--- config.mk ---
export PLATFORM = sky130hd
export DESIGN_NAME = midi_switcher_control_parser
export DESIGN_NICKNAME = d
export VERILOG_FILES = /design/src/rtl/msc_pkg.sv /design/src/rtl/msc_core.sv /design/src/rtl/midi_switcher_control_parser.sv
export SDC_FILE = /design/constraint.sdc
export NUM_CORES = 1
export LEC_CHECK = 0
export BUFFER_PORTS_ARGS = -buffer_cell sky130_fd_sc_hd__buf_4
export CELL_PAD_IN_SITES_DETAIL_PLACEMENT = 1
export CELL_PAD_IN_SITES_GLOBAL_PLACEMENT = 1
export CORE_ASPECT_RATIO = 1.2
export CORE_MARGIN = 8
export CORE_UTILIZATION = 49
export CTS_BUF_LIST = sky130_fd_sc_hd__clkbuf_16
export DETAILED_ROUTE_END_ITERATION = 10
export PLACE_DENSITY = 0.92
export SYNTH_ARGS = -nofsm -noshare
export SYNTH_HDL_FRONTEND = slang
export SYNTH_SLANG_ARGS = --single-unit
--- constraint.sdc ---
create_clock -name i_clk -period 8.15 [get_ports i_clk]
set_input_delay 0.4075 -clock i_clk [delete_from_list [all_inputs] [get_ports i_clk]]
set_output_delay 0.4075 -clock i_clk [all_outputs]
set_load 0.01 [all_outputs]
--- src/rtl/msc_pkg.sv ---
`timescale 1ns / 1ps
`default_nettype none
// ----------------------------------------------------------------------------
// MIDI switcher control parser package
// Shared phase codes, MIDI command constants and the result record.
// ----------------------------------------------------------------------------
package msc_pkg;

    typedef logic [2:0] t_phase;

    // Parser phases; unused codes behave as PH_CMD
    localparam t_phase PH_CMD   = 3'd0;
    localparam t_phase PH_SYSEX = 3'd1;
    localparam t_phase PH_CTRL  = 3'd2;
    localparam t_phase PH_VAL   = 3'd3;
    localparam t_phase PH_PROG  = 3'd4;

    // Command bytes
    localparam logic [7:0] CMD_SYSEX_START = 8'hF0;
    localparam logic [7:0] CMD_SYSEX_END   = 8'hF7;
    localparam logic [7:0] CMD_CTRL_CHANGE = 8'hB0;
    localparam logic [7:0] CMD_PROG_CHANGE = 8'hC0;

    // Controller numbers
    localparam logic [7:0] CC_BUS_SELECT = 8'h00;
    localparam logic [7:0] CC_BANK_LSB   = 8'h20;
    localparam logic [7:0] CC_FADER      = 8'h12;

    localparam logic [7:0] FADER_TOP = 8'd127;

    // Bus selector values
    localparam logic [7:0] BUS_A = 8'd0;
    localparam logic [7:0] BUS_B = 8'd1;

    // Event kinds
    localparam logic EV_SWAP = 1'b0;
    localparam logic EV_PROG = 1'b1;

    typedef struct packed {
        logic       valid;
        logic       kind;
        logic [7:0] a_index;
        logic [8:0] b_number;
    } t_result;

endpackage : msc_pkg
`default_nettype wire

--- src/rtl/msc_core.sv ---
`timescale 1ns / 1ps
`default_nettype none
// ----------------------------------------------------------------------------
// MIDI switcher parser core
// Parser state and the combinational update for one registered byte.
// ----------------------------------------------------------------------------
module msc_core (
    input  wire logic            i_clk,
    input  wire logic            i_rst_n,
    input  wire logic            i_step,
    input  wire logic [7:0]      i_byte,
    output msc_pkg::t_result     o_result
);
    import msc_pkg::*;

    t_phase     r_phase,      n_phase;
    logic [7:0] r_ctrl_num,   n_ctrl_num;
    logic [7:0] r_bus,        n_bus;
    logic [8:0] r_program_a,  n_program_a;
    logic [8:0] r_preset_b,   n_preset_b;
    logic [7:0] r_fader,      n_fader;
    logic [7:0] r_fade_start, n_fade_start;

    logic       swap;
    logic [8:0] a_minus_one;

    // Fader reaching an end stop away from where the fade began
    assign swap = (i_byte != r_fade_start)
                && (((r_fader != 8'd0) && (i_byte == 8'd0))
                 || ((i_byte == FADER_TOP) && (r_fader < FADER_TOP)));

    always_comb begin
        n_phase      = r_phase;
        n_ctrl_num   = r_ctrl_num;
        n_bus        = r_bus;
        n_program_a  = r_program_a;
        n_preset_b   = r_preset_b;
        n_fader      = r_fader;
        n_fade_start = r_fade_start;
        o_result.valid = 1'b0;
        o_result.kind  = EV_SWAP;

        case (r_phase)
            PH_SYSEX: begin
                if (i_byte == CMD_SYSEX_END) begin
                    n_phase = PH_CMD;
                end
            end
            PH_CTRL: begin
                n_ctrl_num = i_byte;
                n_phase    = PH_VAL;
            end
            PH_VAL: begin
                n_phase = PH_CMD;
                if (r_ctrl_num == CC_BUS_SELECT) begin
                    n_bus = i_byte;
                end else if (r_ctrl_num == CC_FADER) begin
                    if (swap) begin
                        n_program_a    = r_preset_b;
                        n_preset_b     = r_program_a;
                        n_fade_start   = i_byte;
                        o_result.valid = 1'b1;
                        o_result.kind  = EV_SWAP;
                    end
                    n_fader = i_byte;
                end
                // CC_BANK_LSB and other controllers: nothing
            end
            PH_PROG: begin
                n_phase = PH_CMD;
                if (r_bus == BUS_A) begin
                    n_program_a    = {1'b0, i_byte} + 9'd1;
                    o_result.valid = 1'b1;
                    o_result.kind  = EV_PROG;
                end else if (r_bus == BUS_B) begin
                    n_preset_b = {1'b0, i_byte} + 9'd1;
                end
            end
            default: begin
                n_phase = PH_CMD;
                if (i_byte == CMD_SYSEX_START) begin
                    n_phase = PH_SYSEX;
                end else if (i_byte == CMD_CTRL_CHANGE) begin
                    n_phase = PH_CTRL;
                end else if (i_byte == CMD_PROG_CHANGE) begin
                    n_phase = PH_PROG;
                end
            end
        endcase

        // Event fields show the state after the update
        a_minus_one       = n_program_a - 9'd1;
        o_result.a_index  = a_minus_one[7:0];
        o_result.b_number = n_preset_b;
    end

    always_ff @(posedge i_clk) begin
        if (!i_rst_n) begin
            r_phase      <= PH_CMD;
            r_ctrl_num   <= 8'd0;
            r_bus        <= 8'd0;
            r_program_a  <= 9'd1;
            r_preset_b   <= 9'd2;
            r_fader      <= 8'd0;
            r_fade_start <= 8'd0;
        end else if (i_step) begin
            r_phase      <= n_phase;
            r_ctrl_num   <= n_ctrl_num;
            r_bus        <= n_bus;
            r_program_a  <= n_program_a;
            r_preset_b   <= n_preset_b;
            r_fader      <= n_fader;
            r_fade_start <= n_fade_start;
        end
    end

    // A swap leaves the fade start equal to the new fader level
    a_swap_start: assert property (@(posedge i_clk) disable iff (!i_rst_n)
        (i_step && o_result.valid && (o_result.kind == EV_SWAP))
        |=> (r_fade_start == r_fader))
        else $error("fade start not updated on swap");

    // Program change events only from the program phase with bus A selected
    a_prog_src: assert property (@(posedge i_clk) disable iff (!i_rst_n)
        (o_result.valid && (o_result.kind == EV_PROG))
        |-> ((r_phase == PH_PROG) && (r_bus == BUS_A)))
        else $error("program event outside program phase");

    // Program numbers are never zero
    a_nonzero: assert property (@(posedge i_clk) disable iff (!i_rst_n)
        (r_program_a != 9'd0) && (r_preset_b != 9'd0))
        else $error("program number zero");

    // Swap exchanges the two programs
    a_swap_xchg: assert property (@(posedge i_clk) disable iff (!i_rst_n)
        (i_step && o_result.valid && (o_result.kind == EV_SWAP))
        |=> ((r_program_a == $past(r_preset_b)) && (r_preset_b == $past(r_program_a))))
        else $error("swap did not exchange programs");

endmodule : msc_core
`default_nettype wire

--- src/rtl/midi_switcher_control_parser.sv ---
`timescale 1ns / 1ps
`default_nettype none
// ----------------------------------------------------------------------------
// MIDI switcher control parser
// Parses a MIDI byte stream and reports program swaps and program A changes.
// ----------------------------------------------------------------------------
// One MIDI byte is taken per item, with no running status: any byte in a data
// position is data. Each byte is captured in an input register, handled by
// the parser core, and any event lands in an output register. Throughput
// is one item per cycle while the output side keeps up. An event is offered
// from the output register once the core has handled its byte. While an
// event waits in the output register the core holds; the input register
// takes one more byte and then ready drops until the event is taken. Bytes
// that raise no event (system exclusive, bus select, ignored controllers,
// bus B programs) still pass through the input stage and the core but
// produce no result. An event carries its kind (fader swap or program A
// change), program A less one and preset B, both as they stand after the
// update.
// ----------------------------------------------------------------------------
module midi_switcher_control_parser (
    input  wire logic       i_clk,
    input  wire logic       i_rst_n,
    // byte input
    input  wire logic       i_valid,
    output logic            o_ready,
    input  wire logic [7:0] i_byte_value,
    // event output
    output logic            o_valid,
    input  wire logic       i_ready,
    output logic            o_event_kind,
    output logic [7:0]      o_program_a_index,
    output logic [8:0]      o_preset_b_number
);
    import msc_pkg::*;

    logic       r_in_valid;
    logic [7:0] r_in_byte;
    logic       r_out_valid;
    logic       r_out_kind;
    logic [7:0] r_out_a_index;
    logic [8:0] r_out_b_number;

    logic       out_free;
    logic       advance;
    t_result    result;

    // Output slot free when empty or being drained this cycle
    assign out_free = !r_out_valid || i_ready;
    assign advance  = r_in_valid && out_free;
    assign o_ready  = !r_in_valid || advance;

    msc_core u_core (
        .i_clk    (i_clk),
        .i_rst_n  (i_rst_n),
        .i_step   (advance),
        .i_byte   (r_in_byte),
        .o_result (result)
    );

    // Input register
    always_ff @(posedge i_clk) begin
        if (!i_rst_n) begin
            r_in_valid <= 1'b0;
        end else if (o_ready) begin
            r_in_valid <= i_valid;
        end
    end

    always_ff @(posedge i_clk) begin
        if (o_ready && i_valid) begin
            r_in_byte <= i_byte_value;
        end
    end

    // Result register
    always_ff @(posedge i_clk) begin
        if (!i_rst_n) begin
            r_out_valid <= 1'b0;
        end else if (advance) begin
            r_out_valid <= result.valid;
        end else if (i_ready) begin
            r_out_valid <= 1'b0;
        end
    end

    always_ff @(posedge i_clk) begin
        if (advance && result.valid) begin
            r_out_kind     <= result.kind;
            r_out_a_index  <= result.a_index;
            r_out_b_number <= result.b_number;
        end
    end

    assign o_valid           = r_out_valid;
    assign o_event_kind      = r_out_kind;
    assign o_program_a_index = r_out_a_index;
    assign o_preset_b_number = r_out_b_number;

    // A stalled result is not overwritten
    a_no_overrun: assert property (@(posedge i_clk) disable iff (!i_rst_n)
        (r_out_valid && !i_ready) |-> !advance)
        else $error("result overwritten while stalled");

    // A held input byte stays put until the core consumes it
    a_in_hold: assert property (@(posedge i_clk) disable iff (!i_rst_n)
        (r_in_valid && !advance) |=> (r_in_valid && $stable(r_in_byte)))
        else $error("input byte lost");

    // Input side free whenever the input register is empty
    a_ready_empty: assert property (@(posedge i_clk) disable iff (!i_rst_n)
        !r_in_valid |-> o_ready)
        else $error("ready low with empty input stage");

endmodule : midi_switcher_control_parser
`default_nettype wire
## After elaboration in Yosys (flattened, before gate mapping)

Cells that the tools add are included.

- Order comparisons: 1
- Add/subtract/negate cells: 2
- Reduce and logical (&&, ||, !) cells: 22
- Bitwise logic cells: 1
- Eq/ne operators: 13
- Mux-type cells: 23

Operators by type and width:

| kind | number |
|---|---|
| two-way mux 9 bit | 9 |
| one-hot mux 9 bit (2 select lines) | 2 |
| equality test 8 bit (second input constant) | 4 |
| zero test 8 bit | 3 |
| two-way mux 3 bit | 4 |
| adder 8 x 1 -> 9 bit (second input constant) | 1 |
| one-hot mux 3 bit (3 select lines) | 1 |
| equality test 8 x 1 -> 1 bit (second input constant) | 1 |
| equality test 8 x 5 -> 1 bit (second input constant) | 1 |
| equality test 8 x 7 -> 1 bit (second input constant) | 1 |
| < comparator 8 x 7 -> 1 bit (second input constant) | 1 |
| two-way mux 2 bit | 4 |
| != test 8 bit | 1 |
| nonzero test 8 bit | 1 |
| subtractor 8 x 1 -> 8 bit (second input constant) | 1 |
| equality test 3 x 2 -> 1 bit (second input constant) | 2 |
| logical AND 1 bit | 6 |
| AND reduction 5 bit | 1 |
| one-hot mux 2 bit (2 select lines) | 1 |
| AND reduction 2 bit | 2 |
| AND reduction 4 bit | 1 |
| equality test 3 x 1 -> 1 bit (second input constant) | 1 |
| equality test 3 bit (second input constant) | 1 |
| logical OR 1 bit | 3 |
| other kinds (7) | 9 |

- Output and inout port bits: 20
- Register bits: 81
- Bits of input ports: 12
- Word-level logic and storage cells: 75

## Longest topological paths before layout

Gate-level depths: netlist of run 1.

- Depth after elaboration: 9
- Mapped depth: 14
- Depth with buffers taken out: 11

## By module

Synthesis of run 1 repeated with hierarchy kept, for this count alone.

- Cells, all modules: 391
- Area total of the unflattened synthesis: 3727.3 µm²

Modules (own cells, without submodules):

| module | instances | cells an instance | area an instance (µm²) | seq. area each (µm²) |
|---|---|---|---|---|
| msc_core | 1 | 352 | 2834.0 | 1061.0 |
| midi_switcher_control_parser | 1 | 39 | 893.4 | 820.8 |

## Least setup slack after synthesis of run 1

No wires, ideal clock.

- Kind: register to register
- Start: reg r_in_byte[1]
- End: reg r_out_a_index[6] (netlist: o_program_a_index[6]), data pin
- Period minus slack after synthesis: 2.786 ns
- Setup time: 0.263 ns
- Data required time: 7.887 ns
- Path buffers: 2
- Setup slack: 5.364 ns
- Stages on the path, launching flop included: 14
- Data arrival time: 2.523 ns
- Cell sequence: edfxtp_1 -> ha_1 -> nand3_1 -> nor4_1 -> a32o_1 -> and3_4 -> buf_6 -> buf_4 -> a22o_1 -> a21oi_1 -> ha_1 -> nand3_1 -> nand3b_1 -> xor2_1

RTL lines:

| item | RTL line | RTL |
|---|---|---|
| start, declared | midi_switcher_control_parser.sv:37 | `logic [7:0] r_in_byte;` |
| start signal, assigned | midi_switcher_control_parser.sv:71 | `r_in_byte <= i_byte_value;` |
| end signal, assigned | midi_switcher_control_parser.sv:89 | `r_out_a_index <= result.a_index;` |
| end, declared | midi_switcher_control_parser.sv:40 | `logic [7:0] r_out_a_index;` |

==> results.py, run 1 <==
metrics = {
    "drt": {
        "drt_wl_total_mm": 10.7,
        "drt-pass1-iter-count": 4,
        "top_layer": "met4",
        "vias": 3168,
        "wl_met1_mm": 4.28,
        "postRouteAntennaNets": 0,
        "drt_iter0_markers": 186,
        "drc": 0,
        "met3_length_um": 472,
        "avgViaCountPerCell": 5.95,
        "dr_wl_met2_mm": 5.57,
        "wl_per_cell_um": 20.1,
    },
    "synth": {
        "ys.flop_type": "dfxtp_1",
        "synth.cell_area_mm2": 0.00394,
        "synth_top_area_share_pct": 28.0,
        "ys_types": 60,
        "synth_largest_area_cell": "dfxtp_1",
        "ys_seq_elements": 81,
        "seq_area_frac_synth_pct": 47.8,
        "yosys_warnings": 0,
        "synth-edff-count": 26,
        "synth_area_leaders": "dfxtp_1 (28%), edfxtp_1 (20%), nand2_1 (4.6%), nor2b_1 (4.5%), mux2i_1 (4.1%)",
        "synth_area_per_cell_um2": 9.58,
        "netlist_instances": 411,
        "syn_nets": 426,
        "async_reset_ff_share_pct": 0,
    },
    "global_routing": {
        "grt_pass1_wl_mm": 17.3,
        "grt_pass1_vias": 3417,
        "gr-total-overflow": 0,
        "antenna_found_initial": 0,
        "grt_usage_pct": 19.7,
        "grt_max_degree": 56,
    },
    "critical_path": {
        "cp_common_cell": "ha_1",
        "worstPathRequired_ns": 8.23,
        "path_cells": "inv_1 > ha_1 > nor3b_1 > a32o_1 > a31oi_2 > a221oi_4 > ha_1 > nand3_1 > nand3b_1 > xor2_1",
        "critPathTopFamily": "compound AO/OA/AOI/OAI gates",
        "path_max_fanout": 9,
        "worstSetupPathType": "flop to flop",
        "cpMaxStageDelayCell": "edfxtp_1",
        "cp-end-kind": "flop",
        "path_buf_inv": 1,
        "cp-start-kind": "flop",
        "crit_arrival_ns": 3.31,
        "critical_path.max_stage_delay_ns": 0.58,
    },
    "timing": {
        "setup_viol": 0,
        "fin_crit_sh_pct": 39.6,
        "rsz0062_at_grt": "no",
        "fmax_ghz": 0.310,
        "tightest_slew_ns": 1.16,
        "post-route-min-period_ns": 3.22,
        "hold_viol": 0,
        "skew_ns": 0.00444,
        "maxSlewViolCount": 0,
        "setup_tns_ns": 0,
        "slew_headroom_pct": 22.8,
    },
    "power_and_ir_drop": {
        "p_clk_share_pct": 49.7,
        "combPwrFrac_pct": 4.1,
        "switching_power_uw": 201,
        "ir_drop_v": 0.000155,
        "p_sw_share_pct": 21.5,
        "p_int_uw": 737,
        "p_total_uw": 938,
        "p_per_area_mw_per_mm2": 207,
        "pwr-share-seq_pct": 46.3,
        "leakagePower_nw": 1.71,
    },
    "floorplan": {
        "die_w_um": 97.8,
        "start_util_pct": 49.4,
        "dieArea_mm2": 0.0112,
        "core_mm2": 0.00797,
        "row_count": 36,
        "io_pins": 32,
        "die_h_um": 114,
    },
    "place": {
        "dp_cells": 516,
        "numPortBuffers": 31,
        "place.gp.congestion": 0.905,
        "dp_hpwl_mm": 7.24,
    },
    "final_layout": {
        "regArea_mm2": 0.00188,
        "fin_cells": 532,
        "areaGrowthSynthToFinish_pct": 15.1,
        "antenna_cells": 0,
        "num-fill-cells": 894,
        "drive_gt1_share_pct": 14.0,
        "multi_input_area_mm2": 0.00190,
        "layout.nets": 447,
    },
    "clocking": {
        "cts_setup_buffers": 0,
        "cts_hold_buf": 0,
        "cts.clk_slew.worst_paths_ns": 0.06,
        "cts_buffer_depth": 2,
        "cts_resized": 0,
        "htreeDepth": 3,
        "clkSinkCount": 81,
        "cts-root-buf": "clkbuf_16",
        "tritoncts": "built",
        "cts_buffers": 9,
        "clk_latency_ns": 0.34,
    },
    "min_path": {
        "min_path_type": "input port to flop",
    },
    "outcome": {
        "status": "complete, no violations",
    },
    "run": {
        "drv_cap": 0,
    },
}
## stage by stage
step	util [%]	cell area, um^2	hold WS, ns	setup WS [ns]
CTS	56.8	4530	0.232	4.95
floorplan	-	3940	0.443	5.36
global placement	52.5	4190	0.453	5.01
detailed placement	52.5	4190	0.462	4.98
global route	56.8	4530	0.229	4.73
finish	56.8	4530	0.240	4.93
## cell families after synthesis
family / after synthesis / synth area share, %
AO/OA/AOI/OAI: 89 / 15.7
flip-flops: 81 / 47.8
AND/OR/NAND/NOR: 170 / 23.0
adder cells (fa/ha/maj): 3 / 0.954
multiplexers: 16 / 4.07
buffers and inverters: 32 / 3.97
XOR/XNOR: 20 / 4.45
## power by group through the flow
stage,combinational [mW],sequential [mW],clock (mW)
floorplan,0.0355,0.431,0
global placement,0.0366,0.441,0
detailed placement,0.0377,0.442,0
CTS,0.0383,0.433,0.471
global route,0.0415,0.434,0.485
finish,0.0383,0.434,0.466
## cells in the mapped netlist (3+ instances only)
library cell / n
dfxtp_1: 55
nand2_1: 48
nor2_1: 33
nor2b_1: 28
edfxtp_1: 26
a21oi_1: 22
nand3_1: 18
o21ai_0: 17
xor2_1: 17
mux2i_1: 16
a21boi_0: 15
clkbuf_1: 13
and2_1: 9
inv_1: 8
nor4_1: 8
buf_2: 5
a22oi_1: 4
nand2b_1: 4
nand4_1: 4
o21ai_1: 4
buf_6: 3
ha_1: 3
nor4_4: 3
xnor2_1: 3
## worst paths after layout
path	endpoint	slack, ns	start	cells after the start
max	o_program_a_index[6]$_DFFE_PP_	4.93	r_in_byte[0]$_DFFE_PP_	10
min	r_in_byte[0]$_DFFE_PP_	0.24	i_byte_value[0]	1
max reg2reg	o_program_a_index[6]$_DFFE_PP_	4.93	r_in_byte[0]$_DFFE_PP_	10
min reg2reg	u_core.r_ctrl_num[3]$_SDFFE_PN0P_	0.47	u_core.r_ctrl_num[3]$_SDFFE_PN0P_	2
## worst register-to-register path, delay by kind of cell, from the launching register on
kind            cells  cell delay (ns)
compound gates      3             1.00
xor+xnor            1             0.15
fa+ha+maj           2             0.40
buf+inv             1             0.21
flops               1             0.58
simple gates        3             0.63
## layout make-up
class                           instances  area share, %
Multi-Input combinational cell        298           42.0
Inverter                                8          0.663
Clock inverter                          7           2.60
Clock buffer                            9           4.97
Sequential cell                        81           41.5
Timing Repair Buffer                   34           5.63
Tap cell                               95           2.62
## sequential cells by signal (all words and copies together) (netlist names)
signal               cells
o_event_kind             1
o_preset_b_number        9
o_program_a_index        8
o_valid                  1
r_in_byte                8
r_in_valid               1
u_core.r_bus             8
u_core.r_ctrl_num        8
u_core.r_fade_start      8
u_core.r_fader           8
u_core.r_phase           3
u_core.r_preset_b        9
u_core.r_program_a       9
## metal layers
metal	up-vias	global-route usage (%)
met1	1554	20.5
met3	28	4.44
met4	0	12.2
met2	84	35.3
li1	1502	-
met5	-	0
## layout by cell type, fill, tap and decap left out, types with 2 or more instances in the layout
| master | n |
|---|---|
| dfxtp_1 | 55 |
| nand2_1 | 48 |
| buf_4 | 34 |
| nor2_1 | 33 |
| nor2b_1 | 28 |
| edfxtp_1 | 26 |
| a21oi_1 | 21 |
| nand3_1 | 18 |
| xor2_1 | 17 |
| o21ai_0 | 17 |
| mux2i_1 | 16 |
| a21boi_0 | 15 |
| and2_1 | 9 |
| clkbuf_16 | 9 |
| nor4_1 | 8 |
| inv_1 | 8 |
| nand4_1 | 4 |
| nand2b_1 | 4 |
| a22oi_1 | 4 |
| o21ai_1 | 4 |
| nor4_4 | 3 |
| xnor2_1 | 3 |
| ha_1 | 3 |
| bufinv_16 | 3 |
| nor3b_1 | 2 |
| and4_1 | 2 |
| and3_1 | 2 |
| a21oi_2 | 2 |
| a221oi_1 | 2 |
| a21boi_1 | 2 |
| a221o_1 | 2 |
| o21a_1 | 2 |
| nor3_1 | 2 |
| clkinv_2 | 2 |
No activity file was read; power rests on OpenSTA's default activity.
==> inputs of run 2 (changes only) <==
--- a/config.mk
+++ b/config.mk
@@ -10,10 +10,10 @@
 export CELL_PAD_IN_SITES_GLOBAL_PLACEMENT = 1
 export CORE_ASPECT_RATIO = 1.2
 export CORE_MARGIN = 8
-export CORE_UTILIZATION = 49
+export CORE_UTILIZATION = 46
 export CTS_BUF_LIST = sky130_fd_sc_hd__clkbuf_16
 export DETAILED_ROUTE_END_ITERATION = 10
-export PLACE_DENSITY = 0.92
+export PLACE_DENSITY = 0.88
 export SYNTH_ARGS = -nofsm -noshare
 export SYNTH_HDL_FRONTEND = slang
 export SYNTH_SLANG_ARGS = --single-unit
==> constraint.sdc (replaced) <==
create_clock -name i_clk -period 3.2 [get_ports i_clk]
set_input_delay 0.16 -clock i_clk [delete_from_list [all_inputs] [get_ports i_clk]]
set_output_delay 0.16 -clock i_clk [all_outputs]
set_load 0.01 [all_outputs]
==> run 2 against run 1 <==
Critical path depth decreased by 1. Sequential power increased to 2.5 times the previous value. First-iteration DRC count increased by 3.8%. Clock skew increased by 0.0027 ns. Register-to-register slack got worse by 4.7 ns. Hold slack got worse by 0.24 ns. Combinational power increased to 3.4 times the previous value. Worst setup slack got worse by 4.7 ns. Final cell count increased by 7.5%. Utilization decreased by 1.5 points. Critical path type unchanged.
==> results.py, run 2 (synthesis gave the netlist of run 1 again) <==
metrics = {
    "timing": {
        "hold_viol": 0,
        "setup_slack_ns": 0.199,
        "skew_ns": 0.00718,
        "tightest_slew_ns": 0.775,
        "post-route-min-period_ns": 3.00,
        "setup_viol": 0,
        "fmax_ghz": 0.333,
        "maxSlewViolCount": 0,
        "slew_headroom_pct": 47.0,
        "fin_crit_sh_pct": 93.8,
    },
    "final_layout": {
        "layout.nets": 465,
        "antenna_cells": 0,
        "final_common_cell": "dfxtp_1",
        "num-fill-cells": 968,
        "final_cell_mix": "dfxtp_1 (55), nand2_1 (48), buf_4 (46)",
        "areaGrowthSynthToFinish_pct": 18.3,
        "drive_gt1_share_pct": 15.6,
    },
    "drt": {
        "drt_wl_total_mm": 11.7,
        "drc": 0,
        "drt_iter0_markers": 193,
        "drt-pass1-iter-count": 4,
        "vias": 3310,
        "avgViaCountPerCell": 5.79,
        "postRouteAntennaNets": 0,
        "wl_per_cell_um": 20.5,
    },
    "power_and_ir_drop": {
        "leakagePower_nw": 1.77,
        "p_per_area_mw_per_mm2": 478,
        "p_total_mw": 2.23,
        "ir_drop_v": 0.000346,
    },
    "critical_path": {
        "worstSetupPathType": "flop to flop",
        "cp_common_cell": "nand3_1",
        "crit_arrival_ns": 3.08,
        "path_max_fanout": 9,
        "worstPathRequired_ns": 3.28,
        "path_cells": "nand3_1 > nor4_1 > a32o_1 > a31oi_2 > a221oi_4 > ha_1 > nand3_1 > nand3b_1 > xor2_1",
        "cp-end-kind": "flop",
        "cp-start-kind": "flop",
        "cpMaxStageDelayCell": "edfxtp_1",
        "critical_path.max_stage_delay_ns": 0.60,
    },
    "min_path": {
        "min_path_type": "input port to flop",
    },
    "clocking": {
        "cts_buffer_depth": 2,
        "htreeDepth": 3,
        "cts-root-buf": "clkbuf_16",
        "clk_latency_ns": 0.34,
        "cts_buffers": 9,
        "clkSinkCount": 81,
        "cts.clk_slew.worst_paths_ns": 0.06,
        "tritoncts": "built",
    },
    "global_routing": {
        "grt_usage_pct": 20.6,
        "grt_pass1_wl_mm": 19.0,
        "grt_pass1_vias": 3658,
        "antenna_found_initial": 0,
        "gr-total-overflow": 0,
        "grt_max_degree": 56,
    },
    "floorplan": {
        "row_count": 37,
        "core_mm2": 0.00843,
        "start_util_pct": 46.7,
        "die_w_um": 100,
        "die_h_um": 117,
        "io_pins": 32,
        "dieArea_mm2": 0.0118,
    },
    "place": {
        "pre_cts_slack_ns": 0.249,
        "numPortBuffers": 31,
        "dp_hpwl_mm": 7.88,
        "place.gp.congestion": 0.971,
    },
    "run": {
        "drv_cap": 0,
    },
    "outcome": {
        "status": "complete, no violations",
    },
}
-- run 2: cell type report --
class	count	area (um^2)	area share [%]
Clock buffer	9	225	4.83
Clock inverter	7	62.6	1.34
Inverter	8	30.0	0.645
Timing Repair Buffer	52	405	8.70
Tap cell	117	146	3.14
Multi-Input combinational cell	298	1910	40.9
Sequential cell	81	1880	40.4
-- run 2: routing by layer --
metal,GRT usage (%),up-vias,part of all wire [%]
met5,0,-,0
met4,9.95,0,4.0
met3,4.44,38,4.5
met2,37.6,103,54
met1,21.6,1634,38
li1,-,1535,-
-- run 2: final timing paths --
path	startpoint	to	slack, ns	cells past startpoint
worst min-delay path	i_byte_value[0]	r_in_byte[0]$_DFFE_PP_	0.004	1
worst max-delay path	r_in_byte[3]$_DFFE_PP_	o_program_a_index[6]$_DFFE_PP_	0.20	9
worst max register to register	r_in_byte[3]$_DFFE_PP_	o_program_a_index[6]$_DFFE_PP_	0.20	9
worst min register to register	u_core.r_fade_start[5]$_SDFFE_PN0P_	u_core.r_fade_start[5]$_SDFFE_PN0P_	0.48	2
-- run 2: report_power, final --
part | leakage [nW] | switching (mW) | internal (mW)
Combinational | 0.938 | 0.0731 | 0.0583
Clock | 0.142 | 0.409 | 0.596
Sequential | 0.689 | 0.0231 | 1.07
Total | 1.77 | 0.505 | 1.72
-- run 2: stage by stage --
| stage | hold WS (ns) | instances | utilization (%) | setup TNS (ns) | instance area (um^2) |
|---|---|---|---|---|---|
| after floorplan | 0.259 | 411 | - | 0 | 3940 |
| after global placement | 0.339 | 546 | 50.7 | 0 | 4280 |
| after detailed placement | 0.343 | 546 | 50.7 | 0 | 4280 |
| after CTS | 0.00130 | 568 | 54.9 | 0 | 4620 |
| after global routing | 0.000970 | 572 | 55.3 | -0.0481 | 4660 |
| final | 0.00444 | 572 | 55.3 | 0 | 4660 |
-- run 2: worst max-delay path, delay by kind of cell, from the launching register on --
kind            cells  cell delay [ns]
compound gates      3             0.92
simple gates        4             0.83
flops               1             0.60
fa+ha+maj           1             0.25
xor+xnor            1             0.15
-- run 2: what timing repair did --
| action | in CTS | in global routing |
|---|---|---|
| resized for setup | 0 | 1 |
| endpoints found under the hold margin | 6 | 0 |
| buffers inserted | 0 | 4 |
| endpoints found under the setup margin | 0 | 1 |
| hold buffers | 6 | 0 |
==> inputs of run 3 (changes only) <==
--- a/config.mk
+++ b/config.mk
@@ -6,14 +6,14 @@
 export NUM_CORES = 1
 export LEC_CHECK = 0
 export BUFFER_PORTS_ARGS = -buffer_cell sky130_fd_sc_hd__buf_4
-export CELL_PAD_IN_SITES_DETAIL_PLACEMENT = 1
+export CELL_PAD_IN_SITES_DETAIL_PLACEMENT = 0
 export CELL_PAD_IN_SITES_GLOBAL_PLACEMENT = 1
 export CORE_ASPECT_RATIO = 1.2
 export CORE_MARGIN = 8
-export CORE_UTILIZATION = 46
+export CORE_UTILIZATION = 49
 export CTS_BUF_LIST = sky130_fd_sc_hd__clkbuf_16
 export DETAILED_ROUTE_END_ITERATION = 10
-export PLACE_DENSITY = 0.88
+export PLACE_DENSITY = 0.92
 export SYNTH_ARGS = -nofsm -noshare
 export SYNTH_HDL_FRONTEND = slang
 export SYNTH_SLANG_ARGS = --single-unit
==> constraint.sdc (replaced) <==
create_clock -name i_clk -period 3.6 [get_ports i_clk]
set_input_delay 0.18 -clock i_clk [delete_from_list [all_inputs] [get_ports i_clk]]
set_output_delay 0.18 -clock i_clk [all_outputs]
set_load 0.01 [all_outputs]
==> run 3 against run 2 <==
Utilization increased by 0.96 points. Design area decreased by 3.7%. First-iteration DRC count increased by 9.8%. Critical endpoint unchanged. Global-route usage decreased by 4.0 points. Highest routed layer unchanged. Largest power group unchanged.
==> results.py, run 3 (synthesis gave the netlist of run 1 again) <==
metrics = {
    "final_layout": {
        "drive_gt1_share_pct": 13.7,
        "layout.nets": 449,
        "areaGrowthSynthToFinish_pct": 13.9,
        "utilization_pct": 56.2,
        "antenna_cells": 0,
        "regArea_mm2": 0.00188,
        "final_cell_mix": "dfxtp_1 (55), nand2_1 (48), buf_4 (36)",
        "multi_input_area_mm2": 0.00190,
        "final_common_cell": "dfxtp_1",
        "num-fill-cells": 714,
    },
    "critical_path": {
        "worstSetupPathType": "flop to flop",
        "path_max_fanout": 8,
        "crit_arrival_ns": 3.17,
        "worstPathRequired_ns": 3.68,
        "cp-start-kind": "flop",
        "cp-end-kind": "flop",
    },
    "clocking": {
        "htreeDepth": 3,
        "cts_buffers": 9,
        "cts.clk_slew.worst_paths_ns": 0.06,
        "cts_setup_buffers": 0,
        "cts_hold_buf": 0,
        "clk_latency_ns": 0.33,
        "cts_buffer_depth": 2,
        "cts_resized": 0,
        "cts-root-buf": "clkbuf_16",
        "clkSinkCount": 81,
        "tritoncts": "built",
    },
    "drt": {
        "drc": 0,
        "wl_per_cell_um": 16.6,
        "postRouteAntennaNets": 0,
        "avgViaCountPerCell": 5.77,
        "drt-pass1-iter-count": 7,
        "drt_wl_total_mm": 8.85,
        "vias": 3082,
        "drt_iter0_markers": 212,
    },
    "power_and_ir_drop": {
        "ir_drop_v": 0.000328,
        "leakagePower_nw": 1.71,
        "p_per_area_mw_per_mm2": 430,
    },
    "outcome": {
        "status": "complete, no violations",
    },
    "floorplan": {
        "start_util_pct": 49.4,
        "dieArea_mm2": 0.0112,
        "die_w_um": 97.8,
        "die_h_um": 114,
        "row_count": 36,
        "core_mm2": 0.00797,
        "io_pins": 32,
    },
    "place": {
        "place.gp.congestion": 0.896,
        "pre_cts_slack_ns": 0.537,
        "numPortBuffers": 31,
        "dp_hpwl_mm": 6.36,
    },
    "global_routing": {
        "grt_pass1_vias": 2951,
        "antenna_found_initial": 0,
        "gr-total-overflow": 0,
        "grt_max_degree": 56,
        "grt_usage_pct": 16.6,
        "grt_pass1_wl_mm": 14.6,
    },
    "timing": {
        "post-route-min-period_ns": 3.10,
        "whs_ns": 0.0203,
        "maxSlewViolCount": 0,
        "fin_crit_sh_pct": 86.1,
        "hold_viol": 0,
        "tightest_slew_ns": 0.788,
        "skew_ns": 0.00927,
        "slew_headroom_pct": 47.5,
        "setup_viol": 0,
        "fmax_ghz": 0.323,
        "rsz0062_at_grt": "no",
        "setup_slack_ns": 0.501,
        "setup_tns_ns": 0,
    },
    "min_path": {
        "min_path_type": "input port to flop",
    },
    "run": {
        "drv_cap": 0,
    },
}
[run 3: cell types whose count changed in the layout (fill, tap and decap cells not counted)]
cell / change
inv_1: +2
nor3b_2: -1
clkinv_2: +2
clkinv_1: -2
dlygate4sd3_1: -6
clkinv_4: -1
clkinvlp_4: -1
nor3b_1: +1
buf_4: -10
[run 3: final timing paths]
check,start,endpoint,slack (ns),cells past startpoint
min,i_byte_value[4],r_in_byte[4]$_DFFE_PP_,0.02,1
max reg2reg,r_in_byte[1]$_DFFE_PP_,o_program_a_index[6]$_DFFE_PP_,0.50,10
min reg2reg,u_core.r_ctrl_num[2]$_SDFFE_PN0P_,u_core.r_ctrl_num[2]$_SDFFE_PN0P_,0.46,2
max,r_in_byte[1]$_DFFE_PP_,o_program_a_index[6]$_DFFE_PP_,0.50,10
[run 3: layout make-up]
class / count / area share, %
Inverter: 8 / 0.670
Clock inverter: 7 / 1.26
Multi-Input combinational cell: 298 / 42.4
Clock buffer: 9 / 5.02
Sequential cell: 81 / 42.0
Timing Repair Buffer: 36 / 6.03
Tap cell: 95 / 2.65
[run 3: routing by layer]
layer | global-route usage (%) | vias up | share of wire, %
li1 | - | 1505 | -
met1 | 19.0 | 1427 | 42
met2 | 27.1 | 114 | 48
met3 | 3.83 | 36 | 6.0
met4 | 11.4 | 0 | 4.8
met5 | 0 | - | 0
[run 3: per-stage QoR]
step | area (um^2) | cells | total power, mW
after floorplan | 3940 | 411 | 1.06
after detailed placement | 4200 | 518 | 1.08
after global placement | 4200 | 518 | 1.08
after global routing | 4480 | 534 | 1.99
after CTS | 4480 | 534 | 1.94
final | 4480 | 534 | 1.93
[run 3: report_power, final]
group	internal (mW)	switching, mW
clock	0.525	0.339
sequential	0.951	0.0256
combinational	0.0373	0.0473
total	1.51	0.412
[run 3: critical path, cell delays in order, from the launching register on]
cell	delay [ns]
edfxtp_1	0.52
ha_1	0.28
nand3_1	0.20
nor4_1	0.27
a32o_1	0.29
a31oi_2	0.25
a221oi_4	0.36
ha_1	0.23
nand3_1	0.10
nand3b_1	0.18
xor2_1	0.15
